==> src/rtl/core/lps_pkg.sv <==
`default_nettype none

package lps_pkg;

    // field widths
    localparam int unsigned TIME_W  = 32;
    localparam int unsigned BOOT_W  = 32;
    localparam int unsigned CONF_W  = 8;
    localparam int unsigned AGE_W   = 16;
    localparam int unsigned CIDX_W  = 2;
    localparam int unsigned CDATA_W = 16;

    // config reset values
    localparam logic [AGE_W-1:0]  MAX_AGE_RST  = 16'd200;
    localparam logic [AGE_W-1:0]  RETRY_RST    = 16'd100;
    localparam logic [CONF_W-1:0] MIN_CONF_RST = 8'd128;

    // event codes
    typedef enum logic [1:0] {
        FN_REPORT    = 2'd0,
        FN_TICK      = 2'd1,
        FN_RESEED    = 2'd2,
        FN_START_ACK = 2'd3
    } func_t;

    // reseed request outcome codes
    localparam logic [1:0] SET_NONE      = 2'd0;
    localparam logic [1:0] SET_REJECTED  = 2'd1;
    localparam logic [1:0] SET_REQUESTED = 2'd2;

    // config register indexes
    localparam logic [CIDX_W-1:0] CFG_MAX_AGE  = 2'd0;
    localparam logic [CIDX_W-1:0] CFG_RETRY    = 2'd1;
    localparam logic [CIDX_W-1:0] CFG_MIN_CONF = 2'd2;

    typedef struct packed {
        func_t             func;
        logic [TIME_W-1:0] now_ms;
        logic [BOOT_W-1:0] boot_id;
        logic              reset_flag;
        logic [CONF_W-1:0] confidence;
    } item_t;

    typedef struct packed {
        logic              healthy;
        logic              send_reseed;
        logic [1:0]        set_result;
        logic [TIME_W-1:0] age_ms;
        logic              reseed_pending;
        logic              restart_seen;
    } result_t;

    typedef struct packed {
        logic [AGE_W-1:0]  max_age_ms;
        logic [AGE_W-1:0]  retry_ms;
        logic [CONF_W-1:0] min_confidence;
    } cfg_t;

endpackage

`default_nettype wire

==> src/rtl/core/lps_cfg_regs.sv <==
`default_nettype none

module lps_cfg_regs (
    input  wire logic                        clk,
    input  wire logic                        rst_n,
    input  wire logic                        wr_en,
    input  wire logic [lps_pkg::CIDX_W-1:0]  wr_index,
    input  wire logic [lps_pkg::CDATA_W-1:0] wr_data,
    output lps_pkg::cfg_t                    cfg
);
    import lps_pkg::*;

    cfg_t cfg_reg;

    // register file, writes beyond the list are dropped
    always_ff @(posedge clk or negedge rst_n)
    begin
        if (!rst_n)
        begin
            cfg_reg.max_age_ms     <= MAX_AGE_RST;
            cfg_reg.retry_ms       <= RETRY_RST;
            cfg_reg.min_confidence <= MIN_CONF_RST;
        end
        else if (wr_en)
        begin
            case (wr_index)
                CFG_MAX_AGE:  cfg_reg.max_age_ms     <= wr_data;
                CFG_RETRY:    cfg_reg.retry_ms       <= wr_data;
                CFG_MIN_CONF: cfg_reg.min_confidence <= wr_data[CONF_W-1:0];
                default:      ;
            endcase
        end
    end

    assign cfg = cfg_reg;

endmodule

`default_nettype wire

==> src/rtl/core/lps_in_reg.sv <==
`default_nettype none

module lps_in_reg (
    input  wire logic    clk,
    input  wire logic    rst_n,
    input  wire logic    in_valid,
    output logic         in_ready,
    input  wire lps_pkg::item_t in_item,
    output logic         item_valid,
    output lps_pkg::item_t item,
    input  wire logic    advance
);
    import lps_pkg::*;

    logic  valid_reg;
    item_t item_reg;

    assign in_ready = !valid_reg || advance;

    // input register valid
    always_ff @(posedge clk or negedge rst_n)
    begin
        if (!rst_n)
            valid_reg <= 1'b0;
        else if (in_ready)
            valid_reg <= in_valid;
    end

    // input payload
    always_ff @(posedge clk)
    begin
        if (in_valid && in_ready)
            item_reg <= in_item;
    end

    assign item_valid = valid_reg;
    assign item       = item_reg;

endmodule

`default_nettype wire

==> src/rtl/core/lps_core.sv <==
`default_nettype none

module lps_core (
    input  wire logic       clk,
    input  wire logic       rst_n,
    input  wire logic       en,
    input  wire lps_pkg::item_t  item,
    input  wire lps_pkg::cfg_t   cfg,
    output lps_pkg::result_t res
);
    import lps_pkg::*;

    logic              have_report_reg, have_report_next;
    logic              have_boot_reg, have_boot_next;
    logic [BOOT_W-1:0] last_boot_reg, last_boot_next;
    logic              restart_reg, restart_next;
    logic [TIME_W-1:0] arrival_reg, arrival_next;
    logic [CONF_W-1:0] conf_reg, conf_next;
    logic              pending_reg, pending_next;
    logic [TIME_W-1:0] sent_reg, sent_next;

    logic [TIME_W-1:0] age_before;
    logic [TIME_W-1:0] age_after;
    logic [TIME_W-1:0] since_sent;
    logic [TIME_W-1:0] max_age_w;
    logic [TIME_W-1:0] retry_w;
    logic              stale;
    logic              send;
    logic [1:0]        set_res;

    assign max_age_w = {{(TIME_W-AGE_W){1'b0}}, cfg.max_age_ms};
    assign retry_w   = {{(TIME_W-AGE_W){1'b0}}, cfg.retry_ms};

    // age of the stored report before this event
    assign age_before = have_report_reg ? (item.now_ms - arrival_reg) : '1;
    assign stale      = age_before > max_age_w;
    assign since_sent = item.now_ms - sent_reg;

    // event handling
    always_comb
    begin
        have_report_next = have_report_reg;
        have_boot_next   = have_boot_reg;
        last_boot_next   = last_boot_reg;
        restart_next     = restart_reg;
        arrival_next     = arrival_reg;
        conf_next        = conf_reg;
        pending_next     = pending_reg;
        sent_next        = sent_reg;
        send             = 1'b0;
        set_res          = SET_NONE;
        case (item.func)
            FN_REPORT:
            begin
                if (have_boot_reg && (item.boot_id != last_boot_reg))
                    restart_next = 1'b1;
                last_boot_next   = item.boot_id;
                have_boot_next   = 1'b1;
                have_report_next = 1'b1;
                conf_next        = item.confidence;
                arrival_next     = item.now_ms;
                // reseed confirmed by the far end
                if (pending_reg && item.reset_flag)
                begin
                    pending_next = 1'b0;
                    restart_next = 1'b0;
                end
            end
            FN_TICK:
            begin
                if (pending_reg && (since_sent >= retry_w))
                begin
                    send      = 1'b1;
                    sent_next = item.now_ms;
                end
            end
            FN_RESEED:
            begin
                if (stale)
                    set_res = SET_REJECTED;
                else
                begin
                    pending_next = 1'b1;
                    send         = 1'b1;
                    sent_next    = item.now_ms;
                    set_res      = SET_REQUESTED;
                end
            end
            FN_START_ACK:
            begin
                if (have_report_reg)
                    restart_next = 1'b0;
            end
            default: ;
        endcase
    end

    // age and health after the update
    assign age_after = have_report_next ? (item.now_ms - arrival_next) : '1;

    always_comb
    begin
        res.healthy        = have_report_next && !restart_next
                             && (age_after <= max_age_w)
                             && (conf_next >= cfg.min_confidence);
        res.send_reseed    = send;
        res.set_result     = set_res;
        res.age_ms         = age_after;
        res.reseed_pending = pending_next;
        res.restart_seen   = restart_next;
    end

    // link state
    always_ff @(posedge clk or negedge rst_n)
    begin
        if (!rst_n)
        begin
            have_report_reg <= 1'b0;
            have_boot_reg   <= 1'b0;
            last_boot_reg   <= '0;
            restart_reg     <= 1'b0;
            arrival_reg     <= '0;
            conf_reg        <= '0;
            pending_reg     <= 1'b0;
            sent_reg        <= '0;
        end
        else if (en)
        begin
            have_report_reg <= have_report_next;
            have_boot_reg   <= have_boot_next;
            last_boot_reg   <= last_boot_next;
            restart_reg     <= restart_next;
            arrival_reg     <= arrival_next;
            conf_reg        <= conf_next;
            pending_reg     <= pending_next;
            sent_reg        <= sent_next;
        end
    end

endmodule

`default_nettype wire

==> src/rtl/core/lps_out_reg.sv <==
`default_nettype none

module lps_out_reg (
    input  wire logic         clk,
    input  wire logic         rst_n,
    input  wire logic         load,
    input  wire lps_pkg::result_t  res,
    output logic              can_load,
    output logic              out_valid,
    input  wire logic         out_ready,
    output lps_pkg::result_t  out_res
);
    import lps_pkg::*;

    logic    valid_reg;
    result_t res_reg;

    assign can_load = !valid_reg || out_ready;

    // result valid
    always_ff @(posedge clk or negedge rst_n)
    begin
        if (!rst_n)
            valid_reg <= 1'b0;
        else if (can_load)
            valid_reg <= load;
    end

    // result payload
    always_ff @(posedge clk)
    begin
        if (load)
            res_reg <= res;
    end

    assign out_valid = valid_reg;
    assign out_res   = res_reg;

endmodule

`default_nettype wire

==> src/rtl/core/link_pose_supervisor_top.sv <==
`default_nettype none

// channel | signals                          | direction
// --------+----------------------------------+----------
// in      | in_valid/in_ready, event fields  | request in
// out     | out_valid/out_ready, result flds | request out
// cfg     | cfg_valid/cfg_ready, index, data | write in
//
// one request per cycle sustained while out_ready is high; an accepted request
// passes the input register, a single update pass and the result register
// reset clears link state and loads config defaults; no clearing pass
// a stalled result holds while the input register still takes one request
// config writes are always ready and are registered

module link_pose_supervisor_top (
    input  wire logic                        clk,
    input  wire logic                        rst_n,
    input  wire logic                        in_valid,
    output logic                             in_ready,
    input  wire logic [1:0]                  func,
    input  wire logic [lps_pkg::TIME_W-1:0]  now_ms,
    input  wire logic [lps_pkg::BOOT_W-1:0]  boot_id,
    input  wire logic                        reset_flag,
    input  wire logic [lps_pkg::CONF_W-1:0]  confidence,
    output logic                             out_valid,
    input  wire logic                        out_ready,
    output logic                             healthy,
    output logic                             send_reseed,
    output logic [1:0]                       set_result,
    output logic [lps_pkg::TIME_W-1:0]       age_ms,
    output logic                             reseed_pending,
    output logic                             restart_seen,
    input  wire logic                        cfg_valid,
    output logic                             cfg_ready,
    input  wire logic [lps_pkg::CIDX_W-1:0]  cfg_index,
    input  wire logic [lps_pkg::CDATA_W-1:0] cfg_data
);
    import lps_pkg::*;

    item_t   in_item;
    item_t   item;
    logic    item_valid;
    logic    can_load;
    logic    advance;
    cfg_t    cfg;
    result_t res;
    result_t out_res;

    // request payload packing
    always_comb
    begin
        in_item.func       = func_t'(func);
        in_item.now_ms     = now_ms;
        in_item.boot_id    = boot_id;
        in_item.reset_flag = reset_flag;
        in_item.confidence = confidence;
    end

    assign advance   = item_valid && can_load;
    assign cfg_ready = 1'b1;

    lps_cfg_regs u_cfg (
        .clk      (clk),
        .rst_n    (rst_n),
        .wr_en    (cfg_valid),
        .wr_index (cfg_index),
        .wr_data  (cfg_data),
        .cfg      (cfg)
    );

    lps_in_reg u_in (
        .clk        (clk),
        .rst_n      (rst_n),
        .in_valid   (in_valid),
        .in_ready   (in_ready),
        .in_item    (in_item),
        .item_valid (item_valid),
        .item       (item),
        .advance    (advance)
    );

    lps_core u_core (
        .clk   (clk),
        .rst_n (rst_n),
        .en    (advance),
        .item  (item),
        .cfg   (cfg),
        .res   (res)
    );

    lps_out_reg u_out (
        .clk       (clk),
        .rst_n     (rst_n),
        .load      (advance),
        .res       (res),
        .can_load  (can_load),
        .out_valid (out_valid),
        .out_ready (out_ready),
        .out_res   (out_res)
    );

    // result unpacking
    assign healthy        = out_res.healthy;
    assign send_reseed    = out_res.send_reseed;
    assign set_result     = out_res.set_result;
    assign age_ms         = out_res.age_ms;
    assign reseed_pending = out_res.reseed_pending;
    assign restart_seen   = out_res.restart_seen;

endmodule

`default_nettype wire

==> config.mk <==
export PLATFORM = sky130hd
export DESIGN_NAME = link_pose_supervisor_top
export DESIGN_NICKNAME = d
export VERILOG_FILES = /design/src/rtl/core/lps_pkg.sv /design/src/rtl/core/lps_cfg_regs.sv /design/src/rtl/core/lps_in_reg.sv /design/src/rtl/core/lps_core.sv /design/src/rtl/core/lps_out_reg.sv /design/src/rtl/core/link_pose_supervisor_top.sv
export SDC_FILE = /design/constraint.sdc
export NUM_CORES = 1
export LEC_CHECK = 0
export BUFFER_PORTS_ARGS = -buffer_cell sky130_fd_sc_hd__buf_2
export CAP_MARGIN = 10
export CORE_ASPECT_RATIO = 2
export CORE_MARGIN = 3
export CORE_UTILIZATION = 55
export CTS_BUF_LIST = sky130_fd_sc_hd__clkbuf_8
export CTS_CLUSTER_DIAMETER = 80
export DETAILED_ROUTE_END_ITERATION = 8
export PLACE_DENSITY = 0.8
export SETUP_SLACK_MARGIN = 0.15
export SLEW_MARGIN = 25
export SYNTH_ARGS = -nofsm -noshare
export SYNTH_HDL_FRONTEND = slang
export SYNTH_SLANG_ARGS = --single-unit
export TNS_END_PERCENT = 30
==> constraint.sdc <==
create_clock -name clk -period 5.88 [get_ports clk]
set_input_delay 0.882 -clock clk [delete_from_list [all_inputs] [get_ports clk]]
set_output_delay 0.882 -clock clk [all_outputs]
set_load 0.05 [all_outputs]
Word-level counts from Yosys, hierarchy flattened --
Index checks and enable logic that the tools add are counted.
Word-level totals: latch bits 0, output and inout port bits 41, input port bits 98, flip-flop bits (word level) 263, logic and storage cells 79, bits in writable memories 0, bits in read-only memories 0, memories 0
Operators by class: equal/unequal tests 8, add/sub/neg operators 3, reductions and logical operators 21, div/mod/pow operators 0, mux-type cells 19, shifts and indexed selects 0, multiply operators 0, magnitude comparators 4, bitwise logic cells 0
Operator list (count):
- two-way mux 32 bit | 5
- subtractor 32 bit | 3
- one-hot mux 32 bit (2 select lines) | 1
- greater-or-equal comparator 32 x 16 -> 1 bit | 1
- > comparator 32 x 16 -> 1 bit | 1
- less-or-equal comparator 32 x 16 -> 1 bit | 1
- inequality test 32 bit | 1
- greater-or-equal comparator 8 bit | 1
- logical AND 1 bit | 8
- two-way mux 1 bit | 8
- two-way mux 8 bit | 1
- AND reduction 2 bit | 4
- == test 2 bit, second input constant | 3
- one-hot mux 1 bit (2 select lines) | 3
- == test 2 x 1 -> 1 bit, second input constant | 2
- logical NOT 2 bit | 2
- AND reduction 4 bit | 1
- logical NOT 1 bit | 3
- logical OR 1 bit | 2
- two-way mux 2 bit | 1
- inequality test 2 x 1 -> 1 bit, second input constant | 1
- inequality test 2 bit, second input constant | 1
- nonzero test 2 bit | 1

Depth between registers and ports, before layout --
Gate-level depths: netlist (run 1).
word-level depth 9, depth in mapped cells 28

By module --
From an unflattened synthesis (run 1), not the netlist that was laid out.
Second synthesis, totals: cells, all modules 1726, area, all modules 17699.5 µm²
Modules (own cells, without submodules):
- lps_core | area an instance 12667.1 µm², cells each 1518, instances 1
- lps_in_reg | area an instance 2306.0 µm², cells each 79, instances 1
- lps_cfg_regs | area an instance 1520.2 µm², cells each 85, instances 1
- lps_out_reg | area an instance 1188.6 µm², cells each 41, instances 1
- link_pose_supervisor_top | area an instance 17.5 µm², cells each 3, instances 1

Worst setup path after synthesis (run 1) --
OpenSTA, ideal clock, no wires.
kind reg-to-reg, start point register u_in.item_reg, in the netlist u_in.item[73], end point register u_out.res_reg, in the netlist u_out.out_res[37], data pin, setup slack 0.156 ns, buffers on the path 5, arrival 5.548 ns, cell stages (with the launch flop) 28, clock period less this slack 5.724 ns, library setup time 0.176 ns, cell sequence edfxtp_1 -> inv_1 -> ha_1 -> clkbuf_1 -> clkbuf_1 -> buf_1 -> clkbuf_1 -> mux2i_1 -> ha_1 -> clkbuf_1 -> o221ai_1 -> a21oi_1 -> nor2_1 -> o41ai_1 -> xnor2_1 -> nand2_1 -> ha_1 -> nand4_1 -> nor2_1 -> nor2_1 -> nand2_1 -> a21o_1 -> a21oi_1 -> a21oi_1 -> nor4_1 -> and4_1 -> nand4b_1 -> nor4_1
RTL lines:
- start, declared | RTL line lps_in_reg.sv:16 | item_t item_reg;
- start signal, assigned | RTL line lps_in_reg.sv:33 | item_reg <= in_item;
- end signal, assigned | RTL line lps_out_reg.sv:33 | res_reg <= res;
- end, declared | RTL line lps_out_reg.sv:16 | result_t res_reg;

Worst setup path after layout (run 1) --
start point register u_in.item_reg, in the netlist u_in.item[41], end point register u_core.sent_reg[2]
On the way: cells in the longest elaborated chain, start to end 5, elaborated cells on any way between the ends 9, classes of those cells 2 x add/sub; 2 x order compare; 2 x eq/ne; 1 x mux; 2 x reduce/logical
Ends and longest elaborated chain:
- subtractor 32 bit (on tied branches) | RTL line lps_core.sv:35, lps_core.sv:37
- two-way mux 32 bit / greater-or-equal comparator 32 x 16 -> 1 bit (equally long branches) | RTL line lps_core.sv:35, lps_core.sv:71
- > comparator 32 x 16 -> 1 bit / logical AND 1 bit (equally long branches) | RTL line lps_core.sv:36, lps_core.sv:71
- inequality test 2 bit (no line) / inequality test 2 x 1 -> 1 bit (equally long branches)
- AND reduction 4 bit (no line) *
- end signal, assigned | RTL line lps_core.sv:136 | sent_reg <= sent_next;
- end, declared | RTL line lps_core.sv:20 | logic [TIME_W-1:0] sent_reg, sent_next;
Every way passes the cells marked *; elsewhere a longest branch is shown, timed or not. A chain may end at the register's enable or synchronous reset.

==> results of run 1 <==
[worst register-to-register path: cells and delay by family (launching register included)]
kind | cells | cell delay [ns]
flops | 1 | 0.39
buf+inv | 3 | 0.49
mux | 1 | 0.33
fa+ha+maj | 3 | 0.99
simple gates | 7 | 1.61
compound gates | 9 | 1.48
xor+xnor | 1 | 0.18
[cell families (layout without fill, tap and decap cells)]
logic type	count (synthesis)	count (layout)	share of synthesized area, %
AO/OA/AOI/OAI	399	399	15.20
AND/OR/NAND/NOR	405	405	11.78
buffers and inverters	190	386	4.390
adder cells (fa/ha/maj)	152	152	11.37
other	1	4	0.02219
multiplexers	141	141	9.195
XOR/XNOR	110	110	5.701
flip-flops	263	263	42.34
[through the flow]
stage / instances / utilization (%) / hold WS [ns] / total power, mW
after global routing: 2227 / 63.73 / 0.4037 / 8.925
after global placement: 2133 / 59.76 / 0.4492 / 6.479
after CTS: 2203 / 62.59 / 0.3638 / 8.271
after detailed placement: 2133 / 59.76 / 0.4560 / 6.564
after floorplan: 1661 / - / 0.4351 / 5.440
final: 2228 / 63.74 / 0.3279 / 8.381
[cell type report]
class	instances	area (um2)	share of cell area, %
Timing Repair Buffer	186	1117	5.809
Tap cell	368	460.4	2.394
Sequential cell	263	7158	37.21
Inverter	130	488.0	2.537
Antenna cell	3	7.507	0.03903
Multi-Input combinational cell	1208	9153	47.58
Clock buffer	38	523.0	2.719
Clock inverter	32	329.1	1.711
[per-layer routing]
metal  vias to the layer above  track usage (%)  routed length, um
met5                         -                0                  0
met4                         0            31.45               6900
met3                       251            5.385               2502
met2                       479            55.68              26360
met1                      6503            26.11              15290
li1                       6362                -                  -
[cell usage in the layout (no fill, tap or decap), types with 38 or more instances in the layout]
cell      instances
xor2_1           70
xnor2_1          40
mux2_2           85
buf_2           136
o21ai_0         101
nor2_1           70
a21o_1           41
dfrtp_1         141
buf_4            42
nand2_1         153
inv_1           141
ha_1            139
edfxtp_1        113
a21oi_1         103
clkbuf_8         38
[power by group]
group          internal, mW  switching, mW  total [mW]
Sequential             2.36          0.236        2.59
Clock                 0.923          0.753        1.68
Combinational          1.63           2.48        4.11
[worst min-delay path by stage]
| stage | from | end | slack [ns] | cells after the start |
|---|---|---|---|---|
| finish | rst_n | u_core.arrival_reg[2]$_DFFE_PN0P_ | 0.33 | 1 |
| global route | rst_n | u_core.arrival_reg[2]$_DFFE_PN0P_ | 0.40 | 1 |
| CTS | rst_n | u_core.arrival_reg[14]$_DFFE_PN0P_ | 0.36 | 1 |
| detailed placement | u_core.have_boot_reg$_DFFE_PN0P_ | u_core.have_boot_reg$_DFFE_PN0P_ | 0.46 | 1 |
| global placement | u_core.have_boot_reg$_DFFE_PN0P_ | u_core.have_boot_reg$_DFFE_PN0P_ | 0.45 | 1 |
| floorplan | u_core.have_boot_reg$_DFFE_PN0P_ | u_core.have_boot_reg$_DFFE_PN0P_ | 0.44 | 1 |
[timing repair]
item | 4_1_cts | 5_1_grt
setup endpoints to repair | 0 | 33
resized for setup | 0 | 30
setup buffers | 0 | 20
==> flow_summary.json, run 1 <==
{
  "worst-path-buf-inv": 3,
  "ys.flop_type": "dfrtp_1",
  "insertion_delay_ns": 0.60,
  "vias": 13600,
  "antenna_found_initial": 3,
  "die_x_um": 130.0,
  "htree_levels": 2,
  "async_reset_ff_share_pct": 57.03,
  "viasPerCell": 6.102,
  "die_area_um2": 32990,
  "routed_wl_um": 51050,
  "synth_fp_nets": 1910,
  "path_clk_slew_ns": 0.07,
  "grt_pass1_wl_um": 75560,
  "maxCapViolCount": 0,
  "max-vdd-ir-drop_mv": 0.2811,
  "slew_headroom_pct": 37.94,
  "cts_made_buffers": 38,
  "clock_skew_ns": 0.05009,
  "fin_ws_ns": 0.2911,
  "crit_cells": 24,
  "cp_slowest_cell": "or4_4",
  "place_area_um2": 18040,
  "cp.arrival_ns": 6.03,
  "syn_inst": 1661,
  "reg2reg_setup_slack_ns": 0.29,
  "grt_overflow_total": 0,
  "worst_pin_slew_ns": 0.9189,
  "initial_utilization_pct": 56.00,
  "worstSetupStartpoint": "u_in.item[41]$_DFFE_PP_",
  "cts-root-buf": "clkbuf_8",
  "r2r-end": "u_core.sent_reg[2]$_DFFE_PN0P_",
  "cp.required_ns": 6.32,
  "clockBufferDepth": 3,
  "drv_slew": 0,
  "min_period_ns": 5.589,
  "synthToLayoutAreaGrowth_pct": 13.82,
  "drt_iter0_drc": 836,
  "ys_seq_area_share_pct": 42.34,
  "min_path_type": "in2async",
  "synth_area_um2": 16900,
  "synth_top_area_share_pct": 21.17,
  "cts_tree": "built",
  "synth_area_leaders": "dfrtp_1, edfxtp_1, ha_1",
  "path_max_fanout": 8,
  "io_pins": 139,
  "final_area_um2": 19240,
  "post_drt_wl_per_cell_um": 22.91,
  "final.setup.tns_ns": 0,
  "largest_reg_flops": 75,
  "r2r_cells": 24,
  "cp-end-kind": "flop",
  "setup_viol": 0,
  "drc": 0,
  "ys_types": 78,
  "synth-seq-cells": 263,
  "crit_type": "reg2reg",
  "grt_pass1_vias": 14040,
  "cp_cell_sequence": "inv_1 -> ha_1 -> fa_1 -> nor2b_2 -> o2111ai_2 -> a21o_1 -> and2_1 -> o21ai_1 -> xnor2_1 -> nand2_1 -> ha_1 -> a21o_1 -> a21oi_1 -> o22ai_1 -> nor2_1 -> o21ai_0 -> o21ai_0 -> nand4b_1 -> or4_1 -> or4_4 -> a221oi_4 -> buf_6 -> clkbuf_16 -> mux2_1",
  "synth-edff-count": 113,
  "gp_congestion": 0.9877,
  "dieHeight_um": 253.9,
  "power.density_nw_per_um2": 435.7,
  "fin_crit_sh_pct": 95.05,
  "slowest_delay_ns": 0.58,
  "yosysMostFrequentCell": "nand2_1",
  "io_buffers": 137,
  "ant_nets": 0,
  "place_hpwl_um": 39520,
  "dp_slack_ns": 0.2064,
  "p_leak_nw": 8.524,
  "drt_first_pass_iters": 5,
  "fmax_mhz": 178.9,
  "drive_gt1_share_pct": 19.98,
  "grt_start_max_net_pins": 87,
  "ctsHoldBuffers": 0,
  "crit_family": "simple AND/OR/NAND/NOR gates",
  "yosysTopAreaCell": "dfrtp_1",
  "core_area_um2": 30180,
  "rows": 90,
  "ys_top_cells_by_count": "nand2_1, ha_1, dfrtp_1, inv_1, edfxtp_1",
  "status": "finished, final reports clean",
  "grtUsageTotal_pct": 30.61,
  "start_kind": "flop",
  "r2r_start": "u_in.item[41]$_DFFE_PP_",
  "hold_violations": 0,
  "crit_end": "u_core.sent_reg[2]$_DFFE_PN0P_",
  "cts.sinks": 263,
  "rsz0062_at_grt": "true",
  "syn_area_per_cell_um2": 10.17,
  "synth_warnings": 0,
  "nets": 2076,
  "fillers": 2500
}
(Power assumes the default switching activity.)
==> run 2: changes to the inputs <==
CORE_UTILIZATION = 50   (was 55)
PLACE_DENSITY = 0.74   (was 0.8)
RECOVER_POWER = 100   (was unset)
==> run 2 against run 1 <==
Via count fell by 1.3%. Global-route usage down 2.5 points. Hold slack improved by 0.14 ns. Sequential share of layout area increased by 0.29 points. Setup slack worse by 0.072 ns. Register-to-register slack worse by 0.07 ns. Fmax decreased by 1.3%. Largest cell class unchanged. Clock skew fell by 0.0029 ns. Total power decreased by 1.5%. Routed wire length fell by 0.94%. Design area decreased by 0.78%. The run now ends with max-capacitance violations, max-slew violations left.
==> flow_summary.json, run 2 (same netlist as run 1, synthesis figures left out) <==
{
  "p_int_mw": 4.773,
  "use_met1_pct": 25.56,
  "slew_headroom_pct": -182.3,
  "hold_violations": 0,
  "die_x_um": 136,
  "power.density_nw_per_um2": 432.4,
  "drt_first_pass_iters": 7,
  "nets": 2071,
  "dieHeight_um": 266,
  "setup_viol": 0,
  "post_drt_wl_per_cell_um": 22.11,
  "gp_congestion": 1.029,
  "largest_reg_flops": 75,
  "cp.required_ns": 6.25,
  "vias": 13420,
  "grt.busiest_layer": "met2",
  "use_met2_pct": 50.96,
  "maxCapViolCount": 5,
  "power_frac_seq_pct": 31.4,
  "fmax_mhz": 176.6,
  "layout_commonest_cell": "nand2_1",
  "final.setup.tns_ns": 0,
  "ant_nets": 0,
  "clockBufferDepth": 3,
  "crit_type": "reg2reg",
  "worst_pin_slew_ns": 4.235,
  "path_max_fanout": 4,
  "io_pins": 139,
  "drc": 0,
  "drive_gt1_share_pct": 16.45,
  "core_area_um2": 33170,
  "clock_skew_ns": 0.04718,
  "cts-root-buf": "clkbuf_8",
  "cts_made_buffers": 40,
  "drt_iter0_drc": 724,
  "die_area_um2": 36180,
  "antenna_found_initial": 1,
  "cts.sinks": 263,
  "grt_overflow_total": 0,
  "min_period_ns": 5.661,
  "cp-end-kind": "flop",
  "insertion_delay_ns": 0.60,
  "rows": 94,
  "max-vdd-ir-drop_mv": 0.3082,
  "fin_crit_sh_pct": 96.28,
  "globalRouteMet3Util_pct": 4.308,
  "totalPowerFinal_mw": 8.253,
  "drv_slew": 255,
  "io_buffers": 137,
  "synthToLayoutAreaGrowth_pct": 12.93,
  "grtUsageTotal_pct": 28.09,
  "grt_pass1_wl_um": 77140,
  "initial_utilization_pct": 50.95,
  "status": "finished, violations left",
  "routed_wl_um": 50570,
  "clock_power_share_pct": 19.4,
  "grt_pass1_vias": 14100,
  "p_leak_nw": 8.301,
  "failed_checks": "max-capacitance violations, max-slew violations",
  "viasPerCell": 5.868,
  "cp.arrival_ns": 6.03,
  "cts_tree": "built",
  "p_sw_share_pct": 42.17,
  "p_switching_mw": 3.481,
  "path_clk_slew_ns": 0.07,
  "place_hpwl_um": 40120,
  "rsz0062_at_grt": "true",
  "htree_levels": 2,
  "start_kind": "flop",
  "mostFrequentLayoutCells": "nand2_1, ha_1, dfrtp_1",
  "p_comb_share_pct": 49.2,
  "grt_start_max_net_pins": 88,
  "min_path_type": "in2reg"
}
==> run 2: cell count changes in the layout (fill, tap and decap cells not counted), moves of 3 or more <==
cell and change:
buf_4 -13, inv_1 -5, buf_6 -5, clkinv_2 +3, clkbuf_1 +57, ha_1 +6
clkbuf_8 +9, bufinv_16 -5, ha_4 -5, buf_2 -49
==> run 2: critical path, stage by stage (launching register included) <==
cell and delay (ns):
edfxtp_1 0.42, inv_1 0.13, ha_2 0.25, mux2_1 0.36
ha_1 0.23, and3b_1 0.25, o221ai_1 0.18, a21oi_1 0.50
nor2_1 0.22, o41ai_1 0.40, buf_4 0.20, xnor2_1 0.12
nand2_1 0.11, ha_1 0.31, nand4_1 0.17, nor2_1 0.07
nor2_1 0.09, nand2_1 0.06, a21o_1 0.17, a21oi_1 0.13
a21oi_1 0.09, nor4_2 0.28, and4_1 0.32, nand4b_1 0.13
nor4_1 0.27
==> run 2: per-layer routing <==
layer / vias to the layer above / routed length (um)
met5: - / 0
met4: 0 / 6002
met3: 215 / 2186
met2: 455 / 26470
met1: 6409 / 15910
li1: 6341 / -
==> run 2: layout make-up <==
type,count,area [um2]
Fill cell,3002,14080
Multi-Input combinational cell,1208,9089
Sequential cell,263,7157
Timing Repair Buffer,179,967.2
Clock buffer,47,646.9
Tap cell,432,540.5
Inverter,130,488.0
Clock inverter,27,195.2
Antenna cell,1,2.502
==> run 2: worst paths after layout <==
| kind | start | endpoint | slack (ns) | depth (start not counted) |
|---|---|---|---|---|
| max | u_in.item[73]$_DFFE_PP_ | u_out.out_res[37]$_DFFE_PP_ | 0.22 | 24 |
| min | now_ms[11] | u_in.item[52]$_DFFE_PP_ | 0.47 | 1 |
| max reg2reg | u_in.item[73]$_DFFE_PP_ | u_out.out_res[37]$_DFFE_PP_ | 0.22 | 24 |
| min reg2reg | u_core.have_boot_reg$_DFFE_PN0P_ | u_core.have_boot_reg$_DFFE_PN0P_ | 0.47 | 1 |
| max in group asynchronous | rst_n | u_core.arrival_reg[3]$_DFFE_PN0P_ | 1.41 | 2 |
| min in group asynchronous | rst_n | u_core.conf_reg[1]$_DFFE_PN0P_ | 2.02 | 1 |
==> run 2: what timing repair did <==
action / CTS / global route
cloned: 0 / 1
setup endpoints to repair: 24 / 33
buffers inserted: 0 / 8
hold buffers: 0 / 0
pin swaps: 1 / 8
gates resized for setup: 2 / 21
==> run 2: power groups by stage <==
stage          Sequential [mW]  Combinational (mW)  Clock [mW]
3_3_place_gp              2.60                3.89           0
5_1_grt                   2.63                4.47        1.72
2_1_floorplan             2.79                2.65           0
4_1_cts                   2.59                3.99        1.64
3_5_place_dp              2.62                3.96           0
6_report                  2.59                4.06        1.60
==> run 2: stage by stage <==
step / cell area, um2 / hold slack [ns] / cells / setup WS [ns] / util, %
finish: 19090 / 0.4656 / 2287 / 0.2189 / 57.54
floorplan: 16900 / 0.4351 / 1661 / 0.1563 / -
detailed placement: 18160 / 0.4572 / 2203 / 0.1049 / 54.76
global placement: 18160 / 0.4497 / 2203 / 0.2023 / 54.76
CTS: 19010 / 0.4104 / 2277 / 0.1001 / 57.33
global route: 19090 / 0.4531 / 2287 / 0.05899 / 57.54
==> run 3: changes to the inputs <==
CTS_BUF_LIST = sky130_fd_sc_hd__clkbuf_8 sky130_fd_sc_hd__clkbuf_16   (was sky130_fd_sc_hd__clkbuf_8)
==> run 3 against run 2 <==
The flow still finishes with violations (max-capacitance violations, max-slew violations). Critical path depth grew 1. Count of clock-buffer cells in the layout is 18 lower. Combinational power is essentially flat. Via count about the same. Sequential share of layout area is 0.25 points lower. Global-route usage shrank 0.24 points. Utilization increased by 0.38 points. Hold slack better by 0.012 ns. Largest power group unchanged.
==> flow_summary.json, run 3 (same netlist as run 1, synthesis figures left out) <==
{
  "status": "finished, violations left",
  "failed_checks": "max-capacitance violations, max-slew violations",
  "insertion_delay_ns": 0.56,
  "path_clk_slew_ns": 0.07,
  "gp_congestion": 1.029,
  "cp_slowest_cell": "edfxtp_1",
  "synthToLayoutAreaGrowth_pct": 13.69,
  "crit_type": "reg2reg",
  "vias": 13420,
  "final.setup.tns_ns": 0,
  "grt_overflow_total": 0,
  "drv_slew": 255,
  "slew_headroom_pct": -182.3,
  "htree_levels": 1,
  "grt_pass1_wl_um": 76780,
  "io_buffers": 137,
  "clock_skew_ns": 0.02836,
  "fmax_mhz": 180.5,
  "drive_gt1_share_pct": 15.59,
  "start_kind": "flop",
  "p_leak_nw": 8.327,
  "rsz0062_at_grt": "false",
  "cts.sinks": 263,
  "die_area_um2": 36180,
  "totalPowerFinal_mw": 8.531,
  "drt_iter0_drc": 695,
  "rows": 94,
  "grtUsageTotal_pct": 27.85,
  "whs_ns": 0.4776,
  "cp.required_ns": 6.24,
  "maxCapViolCount": 5,
  "power.density_nw_per_um2": 444.0,
  "post_drt_wl_per_cell_um": 22.46,
  "place_hpwl_um": 40120,
  "cp.arrival_ns": 5.90,
  "hold_violations": 0,
  "slowest_delay_ns": 0.42,
  "fin_crit_sh_pct": 94.22,
  "layout_commonest_cell": "nand2_1",
  "cts_tree": "built",
  "min_path_type": "reg2reg",
  "clockBufferDepth": 3,
  "setup_viol": 0,
  "core_area_um2": 33170,
  "viasPerCell": 5.936,
  "cts_made_buffers": 26,
  "antenna_cells": 0,
  "nets": 2057,
  "dieHeight_um": 266,
  "path_max_fanout": 4,
  "antenna_found_initial": 0,
  "largest_reg_flops": 75,
  "ctsHoldBuffers": 0,
  "routed_wl_um": 50760,
  "fillers": 2987,
  "die_x_um": 136,
  "min_period_ns": 5.540,
  "ant_nets": 0,
  "cp-end-kind": "flop",
  "grt_pass1_vias": 13910,
  "initial_utilization_pct": 50.95,
  "max-vdd-ir-drop_mv": 0.3360,
  "cts-root-buf": "clkbuf_16",
  "drt_first_pass_iters": 5,
  "mostFrequentLayoutCells": "nand2_1, ha_1, dfrtp_1",
  "drc": 0,
  "worst_pin_slew_ns": 4.235,
  "grt_start_max_net_pins": 88,
  "io_pins": 139
}
-- run 3: cell count changes in the layout (fill, tap and decap cells not counted), moves of 3 or more --
cell and delta:
clkbuf_8 -47, clkinv_2 -8, bufinv_16 +3, clkinvlp_4 -3, clkbuf_16 +29, inv_1 -3
-- run 3: what timing repair did --
item                                   4_1_cts  5_1_grt
setup endpoints to repair                   25       33
gates cloned                                 0        1
endpoints found under the hold margin        0        0
resized for setup                            2       23
pin swaps                                    1        7
buffers inserted                             1        7
-- run 3: routing by layer --
layer	wire length (um)	track usage, %
met5	0	0
met4	5805	25.39
met3	2316	3.741
met2	26570	50.99
met1	16070	25.90
-- run 3: worst paths after layout --
check	start	endpoint	slack, ns	cells after the start
worst max-delay path	u_in.item[73]$_DFFE_PP_	u_out.out_res[37]$_DFFE_PP_	0.34	25
min in group asynchronous	rst_n	u_core.conf_reg[1]$_DFFE_PN0P_	2.04	1
worst min-delay path	u_core.have_boot_reg$_DFFE_PN0P_	u_core.have_boot_reg$_DFFE_PN0P_	0.48	1
max in group asynchronous	rst_n	u_core.arrival_reg[3]$_DFFE_PN0P_	1.09	2
worst min register to register	u_core.have_boot_reg$_DFFE_PN0P_	u_core.have_boot_reg$_DFFE_PN0P_	0.48	1
worst max register to register	u_in.item[73]$_DFFE_PP_	u_out.out_res[37]$_DFFE_PP_	0.34	25
-- run 3: critical path: cells and delay by family, from the launching register on --
kind | cells | cell delay (ns)
adder cells (fa/ha/maj) | 3 | 0.97
AO/OA/AOI/OAI | 6 | 1.28
multiplexers | 1 | 0.10
AND/OR/NAND/NOR | 11 | 1.84
flip-flops | 1 | 0.42
buffers and inverters | 3 | 0.58
XOR/XNOR | 1 | 0.16
-- run 3: area by class of cell --
class,count,area (um2),area share [%]
tap,432,540.5,2.813
clock buffer,29,725.7,3.777
timing repair buffer,179,963.4,5.014
sequential,263,7157,37.25
inverter,130,488.0,2.540
clock inverter,19,237.7,1.237
multi-input combinational,1208,9101,47.37
-- run 3: per-stage QoR --
step,cell area (um2),worst slack [ns],instances,utilization (%)
floorplan,16900,0.1563,1661,-
global placement,18160,0.2023,2203,54.76
detailed placement,18160,0.1049,2203,54.76
CTS,19140,0.2371,2252,57.72
global route,19210,0.07769,2260,57.93
finish,19210,0.3399,2260,57.93
-- run 3: where the power goes --
| part | internal [mW] | switching [mW] |
|---|---|---|
| registers | 2.36 | 0.233 |
| clock network | 1.11 | 0.754 |
| logic | 1.58 | 2.49 |
| total | 5.05 | 3.48 |
